[config.mk]
export PLATFORM = sky130hd
export DESIGN_NAME = modular_exponentiation
export DESIGN_NICKNAME = d
export VERILOG_FILES = /design/src/sv/mexp_pkg.sv /design/src/sv/mexp_modmul.sv /design/src/sv/modular_exponentiation.sv
export SDC_FILE = /design/constraint.sdc
export NUM_CORES = 2
export LEC_CHECK = 0
export BUFFER_PORTS_ARGS = -buffer_cell sky130_fd_sc_hd__clkbuf_2
export CAP_MARGIN = 30
export CORE_ASPECT_RATIO = 0.5
export CORE_MARGIN = 2
export CORE_UTILIZATION = 55
export DETAILED_ROUTE_END_ITERATION = 7
export HOLD_SLACK_MARGIN = 0.08
export PLACE_DENSITY = 0.71
export SLEW_MARGIN = 10
export SYNTH_ARGS = -nofsm -noshare
export SYNTH_HDL_FRONTEND = slang
export SYNTH_SLANG_ARGS = --single-unit
[constraint.sdc]
create_clock -name clk -period 17.1 [get_ports clk]
set_clock_uncertainty 0.2 [all_clocks]
set_input_delay 3.42 -clock clk [delete_from_list [all_inputs] [get_ports clk]]
set_output_delay 3.42 -clock clk [all_outputs]
set_load 0.05 [all_outputs]
[src/sv/mexp_pkg.sv]
// Shared constants and types for the modular exponentiation block.
package mexp_pkg;

	// Width of every operand and result port
	localparam int FIELD_W = 64;

	// Default working width of the datapath
	localparam int OPERAND_WIDTH_DEF = 64;

	// Status of one serial modular multiplier
	typedef struct packed {
		logic busy;
		logic done;
	} mm_stat_t;

endpackage

[src/sv/mexp_modmul.sv]
// Bit-serial modular multiplier: interleaved double-and-add, MSB-first, add gated by the bit.
module mexp_modmul #(
	parameter int W = mexp_pkg::OPERAND_WIDTH_DEF
) (
	input  logic                clk,
	input  logic                arst_n,
	input  logic                start,
	input  logic [W-1:0]        mcand,
	input  logic [W-1:0]        mplr,
	input  logic [W-1:0]        modulus,
	output logic [W-1:0]        product,
	output mexp_pkg::mm_stat_t  stat
);
	import mexp_pkg::*;

	localparam int CW = (W > 1) ? $clog2(W) : 1;

	logic [W-1:0]  acc_q;
	logic [W-1:0]  mcand_q;
	logic [W-1:0]  mplr_q;
	logic [CW-1:0] cnt_q;
	logic          phase_q;
	logic          busy_q;
	logic          done_q;

	logic [W-1:0]  addend;
	logic [W:0]    sum;
	logic [W+1:0]  diff;
	logic [W-1:0]  acc_next;

	// (acc + addend) mod m, both terms already below m
	always_comb begin
		addend   = phase_q ? mcand_q : acc_q;
		sum      = {1'b0, acc_q} + {1'b0, addend};
		diff     = {1'b0, sum} - {2'b00, modulus};
		acc_next = diff[W+1] ? sum[W-1:0] : diff[W-1:0];
	end

	always_ff @(posedge clk or negedge arst_n) begin
		if (!arst_n) begin
			acc_q   <= '0;
			mcand_q <= '0;
			mplr_q  <= '0;
			cnt_q   <= '0;
			phase_q <= 1'b0;
			busy_q  <= 1'b0;
			done_q  <= 1'b0;
		end else begin
			// one-cycle pulse after the add of the last multiplier bit
			done_q <= !start && busy_q && phase_q && (cnt_q == '0);
			if (start) begin
				acc_q   <= '0;
				mcand_q <= mcand;
				mplr_q  <= mplr;
				cnt_q   <= CW'(W - 1);
				phase_q <= 1'b0;
				busy_q  <= 1'b1;
			end else if (busy_q) begin
				if (!phase_q) begin
					acc_q   <= acc_next;
					phase_q <= 1'b1;
				end else begin
					if (mplr_q[W-1]) begin
						acc_q <= acc_next;
					end
					mplr_q  <= mplr_q << 1;
					phase_q <= 1'b0;
					if (cnt_q == '0) begin
						busy_q <= 1'b0;
					end else begin
						cnt_q <= cnt_q - 1'b1;
					end
				end
			end
		end
	end

	assign product   = acc_q;
	assign stat.busy = busy_q;
	assign stat.done = done_q;

endmodule

[src/sv/modular_exponentiation.sv]
// Modular exponentiation: base ** exponent mod modulus, right-to-left square-and-multiply.
//
// Input channel (in_valid / in_ready) takes base_value, exponent_value and
// modulus_value in one transaction; the output channel (out_valid / out_ready)
// returns power_result and zero_modulus_error. One result per transaction.
// Only the low OPERAND_WIDTH bits of each operand are used.
// A zero modulus answers 0 with zero_modulus_error set, passing from
// acceptance to the finish state and out once the output register is free.
// Otherwise the base is first reduced by the modulus, then each exponent bit
// runs a square and a conditional multiply side by side on two bit-serial
// modular multipliers, each doing one doubling and one conditional add per
// multiplier bit. One transaction is worked on at a time. The result sits
// in an output register, so the next transaction is taken while a result
// waits; a stalled receiver holds only the finished result, and a further
// finished result waits inside until that register frees up.
// Reset is asynchronous and clears all state; no clearing pass is needed.
module modular_exponentiation #(
	parameter int OPERAND_WIDTH = mexp_pkg::OPERAND_WIDTH_DEF
) (
	input  logic                         clk,
	input  logic                         arst_n,
	input  logic                         in_valid,
	output logic                         in_ready,
	input  logic [mexp_pkg::FIELD_W-1:0] base_value,
	input  logic [mexp_pkg::FIELD_W-1:0] exponent_value,
	input  logic [mexp_pkg::FIELD_W-1:0] modulus_value,
	output logic                         out_valid,
	input  logic                         out_ready,
	output logic [mexp_pkg::FIELD_W-1:0] power_result,
	output logic                         zero_modulus_error
);
	import mexp_pkg::*;

	localparam int W = OPERAND_WIDTH;

	typedef enum logic [4:0] {
		ST_IDLE   = 5'b00001,
		ST_REDUCE = 5'b00010,
		ST_LOOP   = 5'b00100,
		ST_MUL    = 5'b01000,
		ST_FIN    = 5'b10000
	} state_t;

	state_t       state_q;
	logic [W-1:0] b_q;
	logic [W-1:0] e_q;
	logic [W-1:0] m_q;
	logic [W-1:0] r_q;
	logic [W-1:0] res_q;
	logic         err_q;
	logic [W-1:0] pow_q;
	logic         oerr_q;
	logic         out_valid_q;

	logic         in_acc;
	logic [W-1:0] in_m;
	logic [W-1:0] in_one;
	logic         a_start;
	logic         b_start;
	logic [W-1:0] a_mcand;
	logic [W-1:0] a_mplr;
	logic [W-1:0] a_prod;
	logic [W-1:0] b_prod;
	mm_stat_t     a_stat;
	mm_stat_t     b_stat;

	always_comb begin
		in_ready = (state_q == ST_IDLE);
		in_acc   = in_valid && in_ready;
		in_m     = modulus_value[W-1:0];
		in_one   = (in_m == W'(1)) ? '0 : W'(1);
		b_start  = (state_q == ST_LOOP) && (e_q != '0);
		a_start  = (in_acc && (in_m != '0)) || b_start;
		// reduction runs as (1 mod m) * base, exponent steps as r * b
		a_mcand  = (state_q == ST_IDLE) ? in_one : r_q;
		a_mplr   = (state_q == ST_IDLE) ? base_value[W-1:0] : b_q;
	end

	mexp_modmul #(.W(W)) u_mul_r (
		.clk     (clk),
		.arst_n  (arst_n),
		.start   (a_start),
		.mcand   (a_mcand),
		.mplr    (a_mplr),
		.modulus (m_q),
		.product (a_prod),
		.stat    (a_stat)
	);

	mexp_modmul #(.W(W)) u_mul_sq (
		.clk     (clk),
		.arst_n  (arst_n),
		.start   (b_start),
		.mcand   (b_q),
		.mplr    (b_q),
		.modulus (m_q),
		.product (b_prod),
		.stat    (b_stat)
	);

	always_ff @(posedge clk or negedge arst_n) begin
		if (!arst_n) begin
			state_q     <= ST_IDLE;
			b_q         <= '0;
			e_q         <= '0;
			m_q         <= '0;
			r_q         <= '0;
			res_q       <= '0;
			err_q       <= 1'b0;
			pow_q       <= '0;
			oerr_q      <= 1'b0;
			out_valid_q <= 1'b0;
		end else begin
			// in ST_FIN a free output register is reloaded below
			if (out_valid_q && out_ready && (state_q != ST_FIN)) begin
				out_valid_q <= 1'b0;
			end
			unique case (state_q)
				ST_IDLE: begin
					if (in_acc) begin
						m_q <= in_m;
						e_q <= exponent_value[W-1:0];
						r_q <= in_one;
						if (in_m == '0) begin
							res_q   <= '0;
							err_q   <= 1'b1;
							state_q <= ST_FIN;
						end else begin
							state_q <= ST_REDUCE;
						end
					end
				end
				ST_REDUCE: begin
					if (a_stat.done) begin
						b_q     <= a_prod;
						state_q <= ST_LOOP;
					end
				end
				ST_LOOP: begin
					if (e_q == '0) begin
						res_q   <= r_q;
						err_q   <= 1'b0;
						state_q <= ST_FIN;
					end else begin
						state_q <= ST_MUL;
					end
				end
				ST_MUL: begin
					if (b_stat.done) begin
						if (e_q[0]) begin
							r_q <= a_prod;
						end
						b_q     <= b_prod;
						e_q     <= e_q >> 1;
						state_q <= ST_LOOP;
					end
				end
				ST_FIN: begin
					if (!out_valid_q || out_ready) begin
						pow_q       <= res_q;
						oerr_q      <= err_q;
						out_valid_q <= 1'b1;
						state_q     <= ST_IDLE;
					end
				end
				default: state_q <= ST_IDLE;
			endcase
		end
	end

	assign out_valid          = out_valid_q;
	assign power_result       = FIELD_W'(pow_q);
	assign zero_modulus_error = oerr_q;

	// both multipliers start together, so they must finish together
	a_mul_lockstep: assert property (@(posedge clk) disable iff (!arst_n)
		(state_q == ST_MUL) |-> (a_stat.done == b_stat.done))
		else $error("multipliers out of step");

	a_idle_units: assert property (@(posedge clk) disable iff (!arst_n)
		in_ready |-> (!a_stat.busy && !b_stat.busy))
		else $error("new transaction taken while a multiplier is busy");

	a_r_reduced: assert property (@(posedge clk) disable iff (!arst_n)
		(state_q == ST_LOOP) |-> (r_q < m_q))
		else $error("running product not reduced");

	a_err_zero: assert property (@(posedge clk) disable iff (!arst_n)
		(out_valid_q && oerr_q) |-> (pow_q == '0))
		else $error("error result is not zero");

	a_load_free: assert property (@(posedge clk) disable iff (!arst_n)
		(state_q == ST_FIN && out_valid_q && !out_ready) |=> $stable(pow_q))
		else $error("waiting result overwritten");

endmodule
# Word level (Yosys, flattened, before mapping)
# Index checks and enable logic that the tools add are counted.
# word_totals
inputBits,196
output_inout_bits,67
ff_bits,794
word_cells,161
# op_classes
addsub,6
eq_ne,18
n_reduce_logical,42
muxes,71
# op_table
operator,n
2-to-1 mux 64 bit,30
one-hot mux 64 bit (2 select lines),4
subtractor 65 x 64 -> 66 bit,2
adder 64 x 64 -> 65 bit,2
zero test 64 bit,2
nonzero test 64 bit,2
== test 64 x 1 -> 1 bit (second input constant),1
2-to-1 mux 6 bit,8
2-to-1 mux 5 bit,6
one-hot mux 5 bit (5 select lines),1
2-to-1 mux 1 bit,21
inequality test 2 x 1 -> 1 bit (second input constant),7
nonzero test 2 bit,7
zero test 6 bit,2
AND reduction 2 bit,6
AND reduction 3 bit,4
AND reduction 4 bit,3
subtractor 6 x 1 -> 6 bit (second input constant),2
logical AND 1 bit,11
inequality test 3 x 1 -> 1 bit (second input constant),2
== test 5 x 1 -> 1 bit (second input constant),1
== test 5 x 2 -> 1 bit (second input constant),1
== test 5 x 3 -> 1 bit (second input constant),1
== test 5 x 4 -> 1 bit (second input constant),1
other kinds (6),10

# Longest topological paths before layout
# logic_depth
depth_word,8
ltp_mapped,30

# Hierarchy
# A second synthesis with hierarchy kept.
# hier_totals
hier_cells,5987
hier_area_um2,51838.5
# by_module_without_submodules
module,area_per_inst_um2,seq_area_each_um2,n_inst,cells_each
modular_exponentiation,17476.8,9810.7,1,1956
mexp_modmul (u_mul_r),17440.5,5029.8,1,2071
mexp_modmul (u_mul_sq),16921.2,5029.8,1,1960

# Least setup slack after synthesis
# Ideal clock, no wire load.
# synth_timing
path_type,reg-to-reg
from,reg u_mul_sq.phase_q
to,reg u_mul_sq.acc_q[10] (netlist: u_mul_sq.product[10])
slack_ps,10777
t_required_ps,16764
period_less_slack_ps,6323
arrival_ps,5987
path_stages_with_launch,27
path_cell_list,dfrtp_1 -> clkbuf_1 -> clkbuf_1 -> clkbuf_1 -> mux2_2 -> ha_1 -> and2_1 -> a221o_1 -> a221o_1 -> a22oi_1 -> a31oi_1 -> o21ai_1 -> o21ai_1 -> a21o_1 -> a21oi_1 -> xnor2_1 -> ha_1 -> nand2_1 -> or2_2 -> nor2_1 -> nand2_1 -> o41a_1 -> o211a_1 -> buf_6 -> buf_2 -> a211oi_1 -> nor3_1
# synth_between
elab_chain_len,8
# synth_lines
element,line_no,rtl
from (decl),mexp_modmul.sv:22,logic phase_q;
from (signal assigned),mexp_modmul.sv:45,phase_q <= 1'b0;
from (signal assigned),mexp_modmul.sv:56,phase_q <= 1'b0;
from (signal assigned),mexp_modmul.sv:61,phase_q <= 1'b1;
2-to-1 mux 64 bit,mexp_modmul.sv:33,addend = phase_q ? mcand_q : acc_q;
adder 64 x 64 -> 65 bit,mexp_modmul.sv:34,"sum = {1'b0, acc_q} + {1'b0, addend};"
subtractor 65 x 64 -> 66 bit,mexp_modmul.sv:35,"diff = {1'b0, sum} - {2'b00, modulus};"
2-to-1 mux 64 bit,mexp_modmul.sv:36,acc_next = diff[W+1] ? sum[W-1:0] : diff[W-1:0];
2-to-1 mux 64 bit,mexp_modmul.sv:63,if (mplr_q[W-1]) begin
2-to-1 mux 64 bit,mexp_modmul.sv:59,if (!phase_q) begin
2-to-1 mux 64 bit,mexp_modmul.sv:58,end else if (busy_q) begin
2-to-1 mux 64 bit,mexp_modmul.sv:51,if (start) begin
to (signal assigned),mexp_modmul.sv:60,acc_q <= acc_next;
to (signal assigned),mexp_modmul.sv:64,acc_q <= acc_next;
to (decl),mexp_modmul.sv:18,logic [W-1:0] acc_q;
# Parallel ways exist; a longest one is shown, timed or not. The select of a mux whose other input is x is not followed.
# A chain may end at the register's enable or synchronous reset.

# Worst setup path after layout
# layout_timing
from,reg u_mul_r.phase_q
to,reg u_mul_r.acc_q[44] (netlist: u_mul_r.product[44])
# layout_between
elab_chain_len,8
# layout_lines
element,line_no
from (decl),mexp_modmul.sv:22
from (signal assigned),mexp_modmul.sv:45
from (signal assigned),mexp_modmul.sv:56
from (signal assigned),mexp_modmul.sv:61
2-to-1 mux 64 bit,mexp_modmul.sv:33
adder 64 x 64 -> 65 bit,mexp_modmul.sv:34
subtractor 65 x 64 -> 66 bit,mexp_modmul.sv:35
2-to-1 mux 64 bit,mexp_modmul.sv:36
2-to-1 mux 64 bit,mexp_modmul.sv:63
2-to-1 mux 64 bit,mexp_modmul.sv:59
2-to-1 mux 64 bit,mexp_modmul.sv:58
2-to-1 mux 64 bit,mexp_modmul.sv:51
to (signal assigned),mexp_modmul.sv:60
to (signal assigned),mexp_modmul.sv:64
to (decl),mexp_modmul.sv:18
# Parallel ways exist; a longest one is shown, timed or not. The select of a mux whose other input is x is not followed.

==> parameters.txt <==
Parameter                              Value

Run status
  Outcome    finished clean

Clocking
  Clock buffers created by TritonCTS    74
  H-Tree Level Count    3
  Clock slew seen by the registers of the worst setup and hold paths    0.07 ns
  Post-cts resize count    0
  Clock latency on the worst-skew pair    0.70 ns
  CTS tree    yes
  Root buf cell    clkbuf_16
  Maximum clock path buffer count    3
  Clock net sink count    794
  Hold-fix buffer count after cts    0
  Total setup buffers inserted after CTS    0

Global routing
  Number of global-route vias before repair    43,029
  Wire length of the first global-routing pass    264,000 um
  Met2 Use GR    50.6%
  GR Layer Usage met1    56.0%
  Number of antenna violations at the first check in global routing    20
  GR Util All Layers    36.4%
  Largest net degree at the start of global routing    196
  GR met3 Demand/Resource    8.51%
  Global route hottest layer    met1
  Congestion Overflow GR    0

Synth
  Mean Syn Cell Area    8.49 um^2
  Synth Register Bits    794
  Number of enable-type register cells in the synthesized netlist    0
  Netlist Area Pre-Place    50,600 um^2
  Number of warnings issued by yosys    0
  Synth async-reset ratio    100%
  Number of nets in the synthesized netlist    6,419
  Synth unique cells    91
  Synthesized instance count    5,959
  Sequential element share of the synthesized area    39.3%
  Most instantiated flip-flop cell in the synthesis netlist    dfrtp_1

Worst setup path
  Critical Path AT    9.30 ns
  Kind of end point of the critical path    register
  Cell depth of the worst flop-to-flop path    23
  Worst path required time    17.48 ns
  Startpoint class of the critical path    register
  Crit path max fanout    69
  Critical Setup Path Class    register to register

Drt
  Starting DRC count in detailed routing    5,284
  Via/cell ratio    6.37
  First-pass detailed-route iteration total    6
  Total wire length    174,000 um
  Count of vias placed by the detailed router    46,332
  Remaining antenna violation count after routing    0
  WL per Instance    24.0 um
  DRC violation count after routing    0

Pwr
  Leakage power summed over all cells    27.3 nW
  Internal Dissipation    6.13 mW
  Fraction of power consumed by combinational cells    64.6%
  Switching fraction of total power    51.1%
  Proportion of power drawn by the clock network    14.1%
  PwrDens    227 nW/um^2
  Relative contribution of sequential cells to total power    21.3%
  Switching power    6.41 mW
  Worst-case vdd ir drop    0.285 mV

Floorplan
  DIE AREA    94,500 um^2
  Number of cell rows    78
  Initial standard-cell utilization of the core    55.7%
  Vertical die dimension    218 um
  Die W    433 um
  Area of the core region    90,900 um^2
  Number of ports placed on the die boundary    263

Place
  Placed instance area    52,500 um^2
  HPWL after detailed placement    131,000 um
  Routability congestion estimate from global placement    1.00
  Input/output buffers    262
  Minimum setup slack after placement    8.26 ns

STA
  Setup repair after global routing missed its margin    no
  Post-Route Setup TNS    0 ns
  Final period util    52.2%
  Achievable clock frequency    0.112 GHz
  Number of endpoints failing setup at the final stage    0
  Worst Tran Pin Value    1.08 ns
  Count of pins over their slew limit    0
  Headroom to the max-slew limit    27.5%
  Count of endpoints failing hold in the final timing report    0
  PnR worst setup slack    8.18 ns
  Final Critical Period    8.92 ns

Final layout
  Layout-stage area growth over the synthesis result    9.00%
  Final Net Count    6,435
  Design area    55,100 um^2
  Fraction of layout instances using a drive strength above 1    12.7%
  FF+latch area    19,900 um^2
  Fill cell count    7,976
  Area occupied by multi-input gates    28,900 um^2

Hold path
  Hold Crit Class    register to register
  Worst Hold Depth    2

Job
  Max capacitance violation total    0
==> logic make-up (layout without fill, tap and decap cells) <==
kind of cell	after synthesis	count (layout)	share of synthesized area [%]
mux	350	350	7.57
xor+xnor	234	234	4.05
flops	794	794	39.3
compound gates	1598	1598	19.6
fa+ha+maj	264	264	6.59
simple gates	2213	2213	19.0
buf+inv	506	575	3.87
other cells	0	4	0
==> area by class of cell <==
class | instances | area share [%]
multi-input combinational | 4659 | 52.4
sequential | 794 | 36.1
clock buffer | 99 | 3.88
timing repair buffer | 309 | 3.18
tap | 1240 | 2.81
inverter | 137 | 0.933
clock inverter | 30 | 0.672
antenna | 4 | 0.0182
==> final timing paths <==
path | startpoint | end | slack [ns]
worst max-delay path | u_mul_r.phase_q | u_mul_r.product[44] | 8.18
worst min-delay path | res_q[6] | res_q[6] | 0.27
worst max register to register | u_mul_r.phase_q | u_mul_r.product[44] | 8.18
worst min register to register | res_q[6] | res_q[6] | 0.27
max in group asynchronous | arst_n | u_mul_r.mcand_q[55] | 11.78
min in group asynchronous | arst_n | b_q[10] | 2.55
==> critical path, cell delays in order, from the launching register on <==
cell and delay [ns]:
dfrtp_4 0.88, buf_4 0.74, mux2_2 0.42, ha_1 0.40, nand2_1 0.13, o21ai_0 0.24, o2111ai_1 0.12, o21ai_0 0.46
a31oi_1 0.25, o31ai_1 0.66, xor2_1 0.56, ha_1 0.50, a21oi_1 0.25, o21ai_0 0.18, a21oi_1 0.24, o21ai_0 0.13
a21oi_1 0.17, o21ai_0 0.22, a31oi_1 0.37, o21a_2 0.53, buf_4 0.53, nand2_1 0.22, o221ai_1 0.21, a21oi_1 0.06
==> synthesized netlist by cell type (all sizes together), types with 10 or more instances <==
master  instances  area share (%)
a211oi        115             1.8
a21boi         12            0.18
a21o          184             2.7
a21oi         393             3.9
a221oi         10            0.17
a31o           12            0.21
a31oi         248             3.1
and2           23            0.29
and3          100             1.2
and4           12            0.21
buf            42            0.42
clkbuf        327             2.4
dfrtp         793              39
ha            260             6.4
inv           137             1.0
mux2          258             5.7
mux2i          92             1.8
nand2        1217             9.0
nand2b         30            0.37
nand3         197             1.9
nand4          73            0.90
nor2          372             2.8
nor2b          28            0.35
nor3           66            0.65
nor4           46            0.57
o211ai         37            0.55
o21a           40            0.59
o21ai         406             4.1
o21bai         37            0.55
o31ai          18            0.28
or2            15            0.19
or3            14            0.17
xnor2         138             2.4
xor2           96             1.7
==> per-layer routing <==
layer	vias up	part of all wire (%)
li1	21208	-
met1	22799	47
met2	2071	40
met3	252	10
met4	2	2.7
met5	-	0.0075
==> per-stage QoR <==
step	hold slack, ns	power [mW]	cells	utilization (%)
floorplan	0.233	8.19	5959	-
detailed placement	0.253	10.5	7136	57.8
global route	0.286	13.3	7270	60.7
global placement	0.245	10.4	7135	57.8
finish	0.267	12.5	7272	60.7
CTS	0.269	12.3	7265	60.6
==> placed cells by master (no fill, tap or decap), types with 135 or more instances in the layout <==
master | synthesis | layout
a31oi_1 | 248 | 247
ha_1 | 260 | 260
mux2_2 | 258 | 258
nor2_1 | 371 | 371
a21o_1 | 184 | 184
o21ai_0 | 388 | 385
a21oi_1 | 392 | 392
nand2_1 | 1217 | 1213
inv_1 | 135 | 135
xnor2_1 | 138 | 138
nand3_1 | 197 | 196
clkbuf_2 | 1 | 261
dfrtp_1 | 793 | 790
==> power groups by stage <==
stage	logic (mW)	clock network (mW)	registers (mW)
after global routing	8.75	1.87	2.69
final	8.09	1.77	2.67
after detailed placement	7.78	0	2.68
after floorplan	5.75	0	2.43
after CTS	7.83	1.79	2.64
after global placement	7.75	0	2.66
(Power assumes the default switching activity.)
